`config.mk`:
```
export PLATFORM = sky130hd
export DESIGN_NAME = sbm_fifo
export DESIGN_NICKNAME = d
export VERILOG_FILES = /design/src/sbm_fifo.sv
export SDC_FILE = /design/constraint.sdc
export NUM_CORES = 1
export LEC_CHECK = 0
export BUFFER_PORTS_ARGS = -buffer_cell sky130_fd_sc_hd__buf_2
export CORE_ASPECT_RATIO = 1.4
export CORE_MARGIN = 2
export CORE_UTILIZATION = 30
export CTS_CLUSTER_DIAMETER = 200
export DETAILED_ROUTE_END_ITERATION = 8
export GPL_TIMING_DRIVEN = 1
export PLACE_DENSITY = 0.64
export SYNTH_ARGS = -nofsm -noshare
export SYNTH_HDL_FRONTEND = slang
export SYNTH_SLANG_ARGS = --single-unit
```
`constraint.sdc`:
```
create_clock -name clk -period 1.4 [get_ports clk]
set_input_delay 0.07 -clock clk [delete_from_list [all_inputs] [get_ports clk]]
set_output_delay 0.07 -clock clk [all_outputs]
set_load 0.05 [all_outputs]
```
`src/sbm_fifo.sv`:
```
module sbm_fifo
#(
    parameter int WIDTH = 8,
    parameter int DEPTH = 2
)
(
    input  logic                       clk,
    input  logic                       rst_n,
    input  logic                       push,
    input  logic [WIDTH-1:0]           wdata,
    output logic                       full,
    input  logic                       pop,
    output logic [WIDTH-1:0]           rdata,
    output logic                       empty,
    output logic [$clog2(DEPTH+1)-1:0] count
);

    localparam int PW = (DEPTH > 1) ? $clog2(DEPTH) : 1;
    localparam int CW = $clog2(DEPTH + 1);

    logic [WIDTH-1:0] slot_reg [DEPTH];
    logic [PW-1:0]    wr_ptr_reg, wr_ptr_next;
    logic [PW-1:0]    rd_ptr_reg, rd_ptr_next;
    logic [CW-1:0]    count_reg, count_next;
    logic             do_push;
    logic             do_pop;

    assign full    = (count_reg == CW'(DEPTH));
    assign empty   = (count_reg == '0);
    assign count   = count_reg;
    assign rdata   = slot_reg[rd_ptr_reg];
    assign do_push = push && !full;
    assign do_pop  = pop && !empty;

    // Pointer and fill bookkeeping.
    always_comb
    begin
        wr_ptr_next = wr_ptr_reg;
        rd_ptr_next = rd_ptr_reg;
        count_next  = count_reg;
        if (do_push)
        begin
            wr_ptr_next = (wr_ptr_reg == PW'(DEPTH - 1)) ? '0 : wr_ptr_reg + 1'b1;
        end
        if (do_pop)
        begin
            rd_ptr_next = (rd_ptr_reg == PW'(DEPTH - 1)) ? '0 : rd_ptr_reg + 1'b1;
        end
        if (do_push && !do_pop)
        begin
            count_next = count_reg + 1'b1;
        end
        else if (do_pop && !do_push)
        begin
            count_next = count_reg - 1'b1;
        end
    end

    always_ff @(posedge clk or negedge rst_n)
    begin
        if (!rst_n)
        begin
            wr_ptr_reg <= '0;
            rd_ptr_reg <= '0;
            count_reg  <= '0;
        end
        else
        begin
            wr_ptr_reg <= wr_ptr_next;
            rd_ptr_reg <= rd_ptr_next;
            count_reg  <= count_next;
        end
    end

    // Storage slots.
    always_ff @(posedge clk)
    begin
        if (do_push)
        begin
            slot_reg[wr_ptr_reg] <= wdata;
        end
    end

endmodule

```
==> results.sh <==
export IMPL_status="finished, violations left"
export IMPL_violations="negative setup slack"
export IMPL_core_mm2=0.002444
export IMPL_holdWs_ns=0.06477
export IMPL_synth_common_cells="edfxtp_1 (16), mux2_1 (6), dfrtp_1 (4)"
export IMPL_power_frac_comb_pct=54.8
export IMPL_cp_top_family="flip-flops"
export IMPL_syn_num_nets=57
export IMPL_drtPass1Iterations=3
export IMPL_critPathArrivalTime_ns=1.34
export IMPL_place_hpwl_um=930.4
export IMPL_routed_via_density=4.041
export IMPL_syn_mean_instance_area_um2=17.77
export IMPL_seq_area_frac_synth_pct=74.24
export IMPL_initial_core_util_pct=32.00
export IMPL_fin_crit_ns=1.409
export IMPL_fin_ws_ns=-0.008567
export IMPL_drc=0
export IMPL_clk_insertion_delay_late_ns=0.29
export IMPL_syn_inst=44
export IMPL_root_buffer="clkbuf_4"
export IMPL_synth_top_area_share_pct=61.44
export IMPL_maxSlewViolCount=0
export IMPL_tightest_slew_ns=0.2476
export IMPL_clock_skew_ns=0.005083
export IMPL_end_kind="output pin"
export IMPL_dp_cells=102
export IMPL_drive_gt1_share_pct=62.50
export IMPL_slowest_stage="dfrtp_2"
export IMPL_grt_use_total_pct=9.545
export IMPL_fp_row_count=21
export IMPL_antenna_found_initial=0
export IMPL_synth_enable_flop_cells=16
export IMPL_ys_types=15
export IMPL_cts_sinks=20
export IMPL_grt_ovfl_total=0
export IMPL_power_density_mw_per_mm2=2473
export IMPL_grt_max_degree=13
export IMPL_synth_area_leaders="edfxtp_1 (61%), dfrtp_1 (13%), mux2_1 (8.6%)"
export IMPL_drt_iter0_markers=2
export IMPL_rsz0062_at_grt="yes"
export IMPL_setup_violations=6
export IMPL_fill_cells=224
export IMPL_syn_to_final_growth_pct=61.76
export IMPL_ir_drop_mv=1.447
export IMPL_dieHeight_um=64.41
export IMPL_fin_nets=102
export IMPL_wl_per_cell_um=11.08
export IMPL_criticalPathCategory="register to output pin"
export IMPL_synth_main_ff_cell="edfxtp_1"
export IMPL_die_area_mm2=0.003037
export IMPL_cts_buffers_inserted=3
export IMPL_final_hold_viol_count=0
export IMPL_synthArstFlopShare_pct=20.00
export IMPL_cp_max_fo=4
export IMPL_swShare_pct=39.73
export IMPL_finalCritPeriodShare_pct=100.6
export IMPL_die_x_um=47.15
export IMPL_grt_pass1_vias=505
export IMPL_maxCapViolCount=0
export IMPL_p_switching_mw=1.243
export IMPL_place_gp_congestion=0.5874
export IMPL_io_buffers=23
export IMPL_largest_reg_flops=16
export IMPL_synthesis_area_um2=782.0
export IMPL_htree_levels=1
export IMPL_yosys_warnings=0
export IMPL_clockPowerShare_pct=14.6
export IMPL_antenna_cells=0
export IMPL_cts_tree="built"
export IMPL_relSlewSlack_pct=83.61
export IMPL_ys_ff_latch=20
export IMPL_cts_path_max_buffers=2
export IMPL_via_count=493
export IMPL_path_buf_inv=2
export IMPL_hold_class="primary input to register"
export IMPL_start_kind="register"
export IMPL_clk_pin_slew_worst_paths_ns=0.11
export IMPL_cp_required_ns=1.33
export IMPL_fin_cells=122
export IMPL_timing_fmax_mhz=709.9
export IMPL_crit_path_frequent_cell="buf_6"
export IMPL_final_core_util_pct=51.77
export IMPL_yosys_cell_count_top_type="edfxtp_1"
export IMPL_cellLeakagePower_nw=0.5422
export IMPL_drt_total_wl_um=1352
export IMPL_placed_cell_area_um2=984.7
export IMPL_ant_nets=0
export IMPL_grt_pass1_wl_um=1994
export IMPL_crit_chain="buf_6 -> mux2_4 -> buf_6"
export IMPL_stdcell_area_mm2=0.001265
export IMPL_slowest_delay_ns=0.45
export IMPL_io_pins=24
export IMPL_seq_power_share_pct=30.6
export IMPL_yosys_area_top_type="edfxtp_1"
export IMPL_cellInternalPower_mw=1.885
export IMPL_power_total_mw=3.128
==> timing repair <==
| action | 4_1_cts | 5_1_grt |
|---|---|---|
| buffers inserted | 2 | 5 |
| gates resized for setup | 17 | 11 |
| hold buffers | 9 | 0 |
| setup endpoints to repair | 9 | 9 |
| endpoints found under the hold margin | 20 | 0 |
| pin swaps | 0 | 1 |
==> cells in the final DEF (no fill, tap or decap), drive strengths merged <==
cell type / instances
and3: 1
buf: 32
bufinv: 1
clkbuf: 3
dfrtp: 4
dlygate4sd3: 9
edfxtp: 16
ha: 1
inv: 2
mux2: 8
nand2: 1
nand2b: 1
nor2: 3
o21ai: 1
xnor2: 3
xor2: 2
==> path summary, 6_finish.rpt <==
kind                                         from                endpoint  slack (ns)  depth (start not counted)
max                        rd_ptr_reg$_DFFE_PN0P_                rdata[5]      -0.009                          3
min reg2reg                wr_ptr_reg$_DFFE_PN0N_  wr_ptr_reg$_DFFE_PN0N_        0.55                          1
max in group asynchronous                   rst_n    count[1]$_DFFE_PN0P_        1.17                          2
min in group asynchronous                   rst_n    count[0]$_DFFE_PN0P_        0.09                          2
min                                           pop  rd_ptr_reg$_DFFE_PN0P_        0.06                          3
max reg2reg                  count[0]$_DFFE_PN0P_    count[1]$_DFFE_PN0P_        0.05                          7
==> power groups by stage <==
| stage | Clock, mW | Combinational, mW | Sequential, mW |
|---|---|---|---|
| CTS | 0.466 | 1.47 | 0.991 |
| detailed placement | 0 | 1.24 | 1.01 |
| global placement | 0 | 1.23 | 0.999 |
| global route | 0.488 | 1.80 | 0.978 |
| floorplan | 0 | 0.933 | 1.04 |
| finish | 0.456 | 1.72 | 0.957 |
==> cell families (layout without fill, tap and decap cells) <==
group | after synthesis | count (layout) | share of synthesized area (%)
buffers and inverters | 3 | 47 | 1.600
and+or+nand+nor | 6 | 6 | 3.841
xor gates and xnor gates | 5 | 5 | 6.561
DFF | 20 | 20 | 74.24
AOI/OAI and AO/OA | 1 | 1 | 0.6394
adders and majority gates | 1 | 1 | 1.600
muxes | 8 | 8 | 11.52
==> per-stage QoR <==
stage | setup WS, ns | setup TNS, ns
CTS | -0.01444 | -0.06736
floorplan | -0.07149 | -0.2331
detailed placement | 0.02382 | 0
finish | -0.008567 | -0.02343
global placement | 0.06267 | 0
global route | -0.05625 | -0.3556
==> layer usage <==
| metal | share of wire (%) | GRT usage [%] | vias to the layer above |
|---|---|---|---|
| met1 | 36 | 9.872 | 232 |
| met4 | 0.74 | 5.208 | 0 |
| met2 | 59 | 16.95 | 14 |
| met3 | 3.8 | 1.671 | 2 |
| li1 | - | - | 245 |
| met5 | 0 | 0 | - |
==> area by class of cell <==
cell class                 count  area, um2  area share (%)
clock inverter                 1      30.03           2.374
sequential                    20      584.3           46.19
tap                           34      42.54           3.363
timing repair buffer          41      334.1           26.41
multi-input combinational     21      244.0           19.29
inverter                       2      7.507          0.5935
clock buffer                   3      22.52           1.780
==> worst min-delay path, stage by stage <==
cell     delay [ns]
buf_2          0.10
o21ai_2        0.09
xnor2_1        0.07
Note: power is estimated with default switching activity, not from simulation.
