`config.mk`:
```
export PLATFORM = sky130hd
export DESIGN_NAME = sbm_front
export DESIGN_NICKNAME = d
export VERILOG_FILES = /design/src/sbm_pkg.sv /design/src/sbm_front.sv
export SDC_FILE = /design/constraint.sdc
export NUM_CORES = 1
export LEC_CHECK = 0
export BUFFER_PORTS_ARGS = -buffer_cell sky130_fd_sc_hd__buf_2
export CAP_MARGIN = 20
export CORE_MARGIN = 5
export CORE_UTILIZATION = 45
export CTS_BUF_LIST = sky130_fd_sc_hd__clkbuf_16
export CTS_CLUSTER_DIAMETER = 30
export DETAILED_ROUTE_END_ITERATION = 10
export GPL_TIMING_DRIVEN = 0
export PLACE_DENSITY = 0.82
export SLEW_MARGIN = 20
export SYNTH_ARGS = -nofsm -noshare
export SYNTH_HDL_FRONTEND = slang
export SYNTH_SLANG_ARGS = --single-unit
```
`constraint.sdc`:
```
create_clock -name clk -period 6 [get_ports clk]
set_input_delay 0.6 -clock clk [delete_from_list [all_inputs] [get_ports clk]]
set_output_delay 0.6 -clock clk [all_outputs]
set_load 0.02 [all_outputs]
```
`src/sbm_pkg.sv`:
```
package sbm_pkg;

    // Input actions.
    localparam logic [2:0] ACT_CPU_READ  = 3'd0;
    localparam logic [2:0] ACT_CPU_WRITE = 3'd1;
    localparam logic [2:0] ACT_PPU_READ  = 3'd2;
    localparam logic [2:0] ACT_PPU_WRITE = 3'd3;
    localparam logic [2:0] ACT_LOAD_PRG  = 3'd4;
    localparam logic [2:0] ACT_LOAD_CHR  = 3'd5;

    // Targets of a completed serial load, chosen by address bits 14:13.
    localparam logic [1:0] SEL_CONTROL   = 2'd0;
    localparam logic [1:0] SEL_CHR_LOW   = 2'd1;
    localparam logic [1:0] SEL_CHR_HIGH  = 2'd2;
    localparam logic [1:0] SEL_PRG       = 2'd3;

    // Configuration register index (paddr bit 2).
    localparam logic REG_PRG_BANK_COUNT = 1'b0;

    // Mirroring modes.
    localparam logic [1:0] MIR_LOWER    = 2'd0;
    localparam logic [1:0] MIR_UPPER    = 2'd1;
    localparam logic [1:0] MIR_VERTICAL = 2'd2;

    // Fixed sizes.
    localparam int PRG_BANK_BYTES = 16384;
    localparam int CHR_BANK_BYTES = 4096;
    localparam int VRAM_BYTES     = 2048;
    localparam int WORK_RAM_BYTES = 8192;
    localparam int VRAM_AW        = $clog2(VRAM_BYTES);
    localparam int WRAM_AW        = $clog2(WORK_RAM_BYTES);
    localparam int MEM_AW         = 18;
    localparam int SHIFT_BITS     = 5;

    // Reset values of the mode registers.
    localparam logic [1:0] PRG_MODE_RESET  = 2'd3;
    localparam logic [4:0] BANK_COUNT_RESET = 5'd16;

    typedef enum logic [2:0] {
        CMD_NONE,
        CMD_PRG,
        CMD_CHR,
        CMD_VRAM,
        CMD_WRAM
    } cmd_kind_t;

    typedef struct packed {
        logic [2:0]  action;
        logic [15:0] address;
        logic [7:0]  data;
        logic [17:0] load_index;
    } item_t;

    typedef struct packed {
        logic [7:0] read_data;
        logic       palette_hit;
        logic [4:0] palette_index;
    } result_t;

    // One classified word from the front to the back.
    typedef struct packed {
        cmd_kind_t         kind;
        logic              write;
        logic [MEM_AW-1:0] mem_addr;
        logic [7:0]        data;
        logic              palette_hit;
        logic [4:0]        palette_index;
    } cmd_t;

endpackage

```
`src/sbm_front.sv`:
```
module sbm_front
    import sbm_pkg::*;
#(
    parameter int PRG_BANKS = 16,
    parameter int CHR_BANKS = 32
)
(
    input  logic        clk,
    input  logic        rst_n,
    input  logic        psel,
    input  logic        penable,
    input  logic        pwrite,
    input  logic [2:0]  paddr,
    input  logic [31:0] pwdata,
    output logic [31:0] prdata,
    input  logic        accept,
    input  item_t       item,
    output cmd_t        cmd
);

    localparam int PBW       = $clog2(PRG_BANKS);
    localparam int CBW       = $clog2(CHR_BANKS);
    localparam int PRG_BYTES = PRG_BANKS * PRG_BANK_BYTES;
    localparam int CHR_BYTES = CHR_BANKS * CHR_BANK_BYTES;

    logic [4:0] prg_bank_count_reg;
    logic [4:0] shift_value_reg,   shift_value_next;
    logic [2:0] shift_count_reg,   shift_count_next;
    logic [1:0] mirror_mode_reg,   mirror_mode_next;
    logic [1:0] prg_mode_reg,      prg_mode_next;
    logic       chr_mode_reg,      chr_mode_next;
    logic [4:0] chr_bank_low_reg,  chr_bank_low_next;
    logic [4:0] chr_bank_high_reg, chr_bank_high_next;
    logic [4:0] prg_bank_sel_reg,  prg_bank_sel_next;

    logic [4:0]  eff_banks;
    logic [4:0]  prg_bank;
    logic [4:0]  chr_bank;
    logic [13:0] ppu_addr;
    logic [11:0] nt_off;
    logic [10:0] nt_idx;
    logic [4:0]  shifted;
    logic [2:0]  count_inc;

    // Configuration port.
    always_ff @(posedge clk or negedge rst_n)
    begin
        if (!rst_n)
        begin
            prg_bank_count_reg <= BANK_COUNT_RESET;
        end
        else if (psel && penable && pwrite && (paddr[2] == REG_PRG_BANK_COUNT))
        begin
            prg_bank_count_reg <= pwdata[4:0];
        end
    end

    assign prdata = (paddr[2] == REG_PRG_BANK_COUNT) ? {27'd0, prg_bank_count_reg} : '0;

    // Number of usable PRG banks: a count of zero reads as one, and the count is clamped to the store size.
    always_comb
    begin
        if (prg_bank_count_reg == 5'd0)
        begin
            eff_banks = 5'd1;
        end
        else if (prg_bank_count_reg > 5'(PRG_BANKS))
        begin
            eff_banks = 5'(PRG_BANKS);
        end
        else
        begin
            eff_banks = prg_bank_count_reg;
        end
    end

    // PRG bank for the CPU window at 0x8000 (bit 14 picks the upper half).
    always_comb
    begin
        case (prg_mode_reg)
            2'd0, 2'd1:
            begin
                prg_bank = item.address[14] ? ((prg_bank_sel_reg & 5'h0E) + 5'd1)
                                            : (prg_bank_sel_reg & 5'h0E);
            end
            2'd2:
            begin
                prg_bank = item.address[14] ? (prg_bank_sel_reg & 5'h0F) : 5'd0;
            end
            default:
            begin
                prg_bank = item.address[14] ? (eff_banks - 5'd1)
                                            : (prg_bank_sel_reg & 5'h0F);
            end
        endcase
    end

    // CHR bank for the pattern table half selected by bit 12.
    assign ppu_addr = item.address[13:0];

    always_comb
    begin
        if (chr_mode_reg)
        begin
            chr_bank = ppu_addr[12] ? chr_bank_high_reg : chr_bank_low_reg;
        end
        else
        begin
            chr_bank = ppu_addr[12] ? ((chr_bank_low_reg & 5'h1E) + 5'd1)
                                    : (chr_bank_low_reg & 5'h1E);
        end
    end

    // Nametable index: 0x3000-0x3EFF folds onto 0x2000, so the offset is the low 12 bits.
    assign nt_off = ppu_addr[11:0];

    always_comb
    begin
        case (mirror_mode_reg)
            MIR_LOWER:    nt_idx = {1'b0, nt_off[9:0]};
            MIR_UPPER:    nt_idx = {1'b1, nt_off[9:0]};
            MIR_VERTICAL: nt_idx = nt_off[10:0];
            default:      nt_idx = {nt_off[11], nt_off[9:0]};
        endcase
    end

    // Classify the word into one memory access or none.
    always_comb
    begin
        cmd = '0;
        cmd.kind = CMD_NONE;
        cmd.data = item.data;
        case (item.action)
            ACT_CPU_READ, ACT_CPU_WRITE:
            begin
                cmd.write = (item.action == ACT_CPU_WRITE);
                if (item.address[15:13] == 3'b011)
                begin
                    cmd.kind     = CMD_WRAM;
                    cmd.mem_addr = MEM_AW'(item.address[WRAM_AW-1:0]);
                end
                else if (item.address[15] && !cmd.write && (prg_bank < eff_banks))
                begin
                    cmd.kind     = CMD_PRG;
                    cmd.mem_addr = MEM_AW'({prg_bank[PBW-1:0], item.address[13:0]});
                end
            end
            ACT_PPU_READ, ACT_PPU_WRITE:
            begin
                cmd.write = (item.action == ACT_PPU_WRITE);
                if (ppu_addr[13:8] == 6'h3F)
                begin
                    cmd.palette_hit   = 1'b1;
                    cmd.palette_index = ppu_addr[4:0];
                end
                else if (!ppu_addr[13])
                begin
                    if (32'(chr_bank) < CHR_BANKS)
                    begin
                        cmd.kind     = CMD_CHR;
                        cmd.mem_addr = MEM_AW'({chr_bank[CBW-1:0], ppu_addr[11:0]});
                    end
                end
                else
                begin
                    cmd.kind     = CMD_VRAM;
                    cmd.mem_addr = MEM_AW'(nt_idx);
                end
            end
            ACT_LOAD_PRG:
            begin
                cmd.write = 1'b1;
                if (32'(item.load_index) < PRG_BYTES)
                begin
                    cmd.kind     = CMD_PRG;
                    cmd.mem_addr = item.load_index;
                end
            end
            ACT_LOAD_CHR:
            begin
                cmd.write = 1'b1;
                if (32'(item.load_index) < CHR_BYTES)
                begin
                    cmd.kind     = CMD_CHR;
                    cmd.mem_addr = item.load_index;
                end
            end
            default:
            begin
                cmd.kind = CMD_NONE;
            end
        endcase
    end

    // Serial load register and the mode registers it feeds.
    assign shifted   = shift_value_reg | (5'(item.data[0]) << shift_count_reg);
    assign count_inc = shift_count_reg + 3'd1;

    always_comb
    begin
        shift_value_next   = shift_value_reg;
        shift_count_next   = shift_count_reg;
        mirror_mode_next   = mirror_mode_reg;
        prg_mode_next      = prg_mode_reg;
        chr_mode_next      = chr_mode_reg;
        chr_bank_low_next  = chr_bank_low_reg;
        chr_bank_high_next = chr_bank_high_reg;
        prg_bank_sel_next  = prg_bank_sel_reg;
        if (accept && (item.action == ACT_CPU_WRITE) && item.address[15])
        begin
            if (item.data[7])
            begin
                shift_value_next = '0;
                shift_count_next = '0;
            end
            else if (count_inc >= 3'(SHIFT_BITS))
            begin
                shift_value_next = '0;
                shift_count_next = '0;
                case (item.address[14:13])
                    SEL_CONTROL:
                    begin
                        mirror_mode_next = shifted[1:0];
                        prg_mode_next    = shifted[3:2];
                        chr_mode_next    = shifted[4];
                    end
                    SEL_CHR_LOW:  chr_bank_low_next  = shifted;
                    SEL_CHR_HIGH: chr_bank_high_next = shifted;
                    default:      prg_bank_sel_next  = shifted;
                endcase
            end
            else
            begin
                shift_value_next = shifted;
                shift_count_next = count_inc;
            end
        end
    end

    always_ff @(posedge clk or negedge rst_n)
    begin
        if (!rst_n)
        begin
            shift_value_reg   <= '0;
            shift_count_reg   <= '0;
            mirror_mode_reg   <= '0;
            prg_mode_reg      <= PRG_MODE_RESET;
            chr_mode_reg      <= 1'b0;
            chr_bank_low_reg  <= '0;
            chr_bank_high_reg <= '0;
            prg_bank_sel_reg  <= '0;
        end
        else
        begin
            shift_value_reg   <= shift_value_next;
            shift_count_reg   <= shift_count_next;
            mirror_mode_reg   <= mirror_mode_next;
            prg_mode_reg      <= prg_mode_next;
            chr_mode_reg      <= chr_mode_next;
            chr_bank_low_reg  <= chr_bank_low_next;
            chr_bank_high_reg <= chr_bank_high_next;
            prg_bank_sel_reg  <= prg_bank_sel_next;
        end
    end

endmodule

```
==> summary.md <==
| Metric | Value |
|---|---|
| Status | `complete, no violations` |
| Setup-failing EPs final | `0` |
| Share of the synthesized area in the top cell type | `0.279` |
| Initial DRC Count | `about 180` |
| CTS tree | `built` |
| Int Power | `between 0.0004 and 0.0005 W` |
| R2R Path End | `chr_bank_low_reg[2]` |
| Largest net degree at the start of global routing | `33` |
| Fillers | `around 480` |
| Antenna violations before repair | `0` |
| Antenna-violating nets left | `0` |
| R2R Path Start | `shift_count_reg[0]` |
| CTS Hold Bufs | `0` |
| Comb power frac | `0.304` |
| Total grt overflow | `0` |
| Seq pwr share | `0.352` |
| Most used DFF post-synth | `dfrtp_1` |
| P_sw | `approximately 0.00023 W` |
| H-tree lvl count | `2` |
| Library cells used by synthesis | `55` |
| Hold WC Path Type | `input pin to async pin` |
| Wirelength, routed | `around 7.3 mm` |
| Worst-Margin Slew | `0.709 ns` |
| Clock slew at reported path FFs | `about 0.050 ns` |
| Initial core utilization | `0.467` |
| IO Port Bufs | `90` |
| Syn Std Cell Area | `2600 sq um` |
| Commonest cells in the netlist | `buf_4 (36), a21oi_1 (32), dfrtp_1 (29), mux2_2 (24), nand2_1 (17)` |
| Clock Tree Buf Depth | `2` |
| Period utilization | `0.700` |
| Unrepaired setup endpoints after global routing | `no` |
| Syn-to-layout area delta | `29.8%` |
| R2R Setup Slk | `between 3 and 4 ns` |
| Hold Vio Cnt, Final | `0` |
| Crit path max fanout | `10` |
| Crit. End Element | `primary output` |
| Setup TNS | `0 ns` |
| Count leader, synth | `buf_4` |
| Root Buffer | `clkbuf_16` |
| ANT cells | `0` |
| Fmax | `roughly 240 MHz` |
| Via count | `around 2600` |
| Post-synth top area cell | `dfrtp_1` |
| Async set-or-reset flop fraction in the synthesized netlist | `1.00` |
| Layout cells sized above 1 | `0.427` |
| CP startpoint | `prg_bank_count_reg[4]` |
| Worst EP required | `between 5 and 6 ns` |
| Row Count | `27` |
| Top cells by area, synth | `dfrtp_1 (28%), buf_4 (10%), mux2_2 (10%)` |
| Clk Latency, worst-skew pair | `about 0.28 ns` |
| Worst IR Drop VDD | `approximately 0.13 mV` |
| CTS-repair resized insts | `0` |
| Final HPWL DP | `between 5 and 6 mm` |
| Drt wl/cell | `roughly 15 microns` |
| Cell area power density | `a little over 200 nW/um^2` |
| Startpoint Class | `flop` |
| Routability cong. | `0.834` |
| FF-to-FF path depth | `7` |
| Setup Buffers After CTS | `0` |
| First-pass GRT wire length | `roughly 11 mm` |
| Full die area | `7400 sq um` |
| Clk network pwr share | `0.344` |
| Slew margin rel. | `0.527` |
| Boundary pin count | `about 150` |
| Critical path data arrival time | `~3.6 ns` |
| Vias in the first global route | `2417` |
| GRT Total Usage | `0.188` |
| Switching Share | `0.328` |
| DRT Pass-1 Iters | `4` |
| Die X | `roughly 86 microns` |
| Post-Layout Inst Area | `roughly 3400 sq um` |
| Fin Hold WS | `0.371 ns` |
| Vias per cell | `approximately 5.2` |
| Clock Sinks | `32` |
| Post-synthesis sequential area ratio | `0.309` |
| Multi-input gate area | `around 1500 sq um` |
| CTS Buf Count | `5` |
| Synthesized instance count | `between 200 and 300` |
| DRC viols | `0` |
| Worst Setup EP | `cmd[15]` |
| Total power | `just under 0.0007 W` |
| WS Path Type | `flop to primary output` |
| Post-synth EDFFs | `0` |
| Core area | `~5600 sq um` |
| Placed insts | `between 400 and 500` |
| Final Max Tran Viols | `0` |
| Area of placed instances | `around 3200 sq um` |
| Sequential Area | `805 sq um` |
| Finished Layout Cells | `489` |
| Minimum clock period | `~4.2 ns` |
| Setup Skew | `between 0.008 and 0.009 ns` |
| Max_cap viols | `0` |
| Mean Syn Cell Area | `a little under 9 sq um` |
| Number of synthesized register bits | `32` |
| Die Ht | `about 86 microns` |
| Synth Warn # | `0` |
| Final nets | `around 510` |
| Static Leak | `between 1.5 and 2 nW` |
==> logic make-up (layout without fill, tap and decap cells) <==
| kind of cell | after synthesis | count (layout) | synth area share |
|---|---|---|---|
| buffers and inverters | 61 | 159 | 0.143 |
| other | 1 | 27 | 0.00144 |
| xor gates and xnor gates | 2 | 2 | 0.00962 |
| and+or+nand+nor | 72 | 72 | 0.154 |
| AOI/OAI and AO/OA | 94 | 94 | 0.244 |
| DFF | 32 | 32 | 0.309 |
| muxes | 25 | 25 | 0.110 |
| adders and majority gates | 6 | 6 | 0.0289 |
==> critical path, stage by stage (launching register included) <==
cell and delay (ns):
dfstp_2 0.57, inv_1 0.11, o21ai_0 0.17, ha_1 0.29
inv_1 0.07, nor4_1 0.17, a21oi_1 0.06, nor2_1 0.10
ha_1 0.25, a211oi_1 0.21, and3_1 0.27, o311a_1 0.24
nand2_1 0.13, buf_2 0.23, a41oi_1 0.24, buf_2 0.21
==> per-stage QoR <==
stage,utilization,setup WS [ns]
2_1_floorplan,-,2.44
3_3_place_gp,0.581,2.17
3_5_place_dp,0.581,2.13
4_1_cts,0.606,1.82
5_1_grt,0.606,1.52
6_report,0.606,1.80
==> layer usage <==
layer  track usage  up-vias  part of all wire
met5             0        -                 0
met4        0.0504        0             0.013
met3        0.0451        9             0.095
met2         0.335      113              0.51
met1         0.225     1186              0.39
li1              -     1258                 -
==> power by group through the flow <==
stage                     registers (W)  logic (W)  clock network, W
after floorplan                0.000241   0.000145                 0
after global placement         0.000245   0.000202                 0
after detailed placement       0.000246   0.000208                 0
after CTS                      0.000242   0.000209          0.000240
after global routing           0.000245   0.000229          0.000248
final                          0.000243   0.000210          0.000237
==> final cells by class <==
class | count | share of cell area
Clock buffer | 5 | 0.0371
Multi-Input combinational cell | 226 | 0.451
Tap cell | 72 | 0.0267
Sequential cell | 32 | 0.238
Clock inverter | 3 | 0.00334
Inverter | 14 | 0.0156
Buffer | 47 | 0.0945
Timing Repair Buffer | 90 | 0.133
==> worst min-delay path by stage <==
stage	to
2_1_floorplan	chr_bank_high_reg[0]
5_1_grt	shift_value_reg[0]
3_5_place_dp	shift_value_reg[3]
6_report	shift_count_reg[1]
4_1_cts	shift_value_reg[0]
3_3_place_gp	shift_value_reg[4]
==> placed cells by master, fill, tap and decap left out, types with 5 or more instances in the layout <==
master / netlist / layout
conb_1: 1 / 27
inv_1: 14 / 16
a21boi_0: 5 / 5
nand2b_1: 5 / 5
a22oi_1: 6 / 6
clkbuf_16: 0 / 5
buf_2: 6 / 96
nor2_1: 13 / 13
mux2_2: 24 / 24
a41oi_1: 10 / 10
nor3_1: 5 / 5
nor2b_1: 8 / 8
buf_4: 36 / 36
a21oi_1: 32 / 32
nand2_1: 17 / 17
and2_1: 6 / 6
ha_1: 6 / 6
clkbuf_1: 5 / 5
o21ai_0: 10 / 10
dfrtp_1: 29 / 29
No activity file was read; power rests on OpenSTA's default activity.
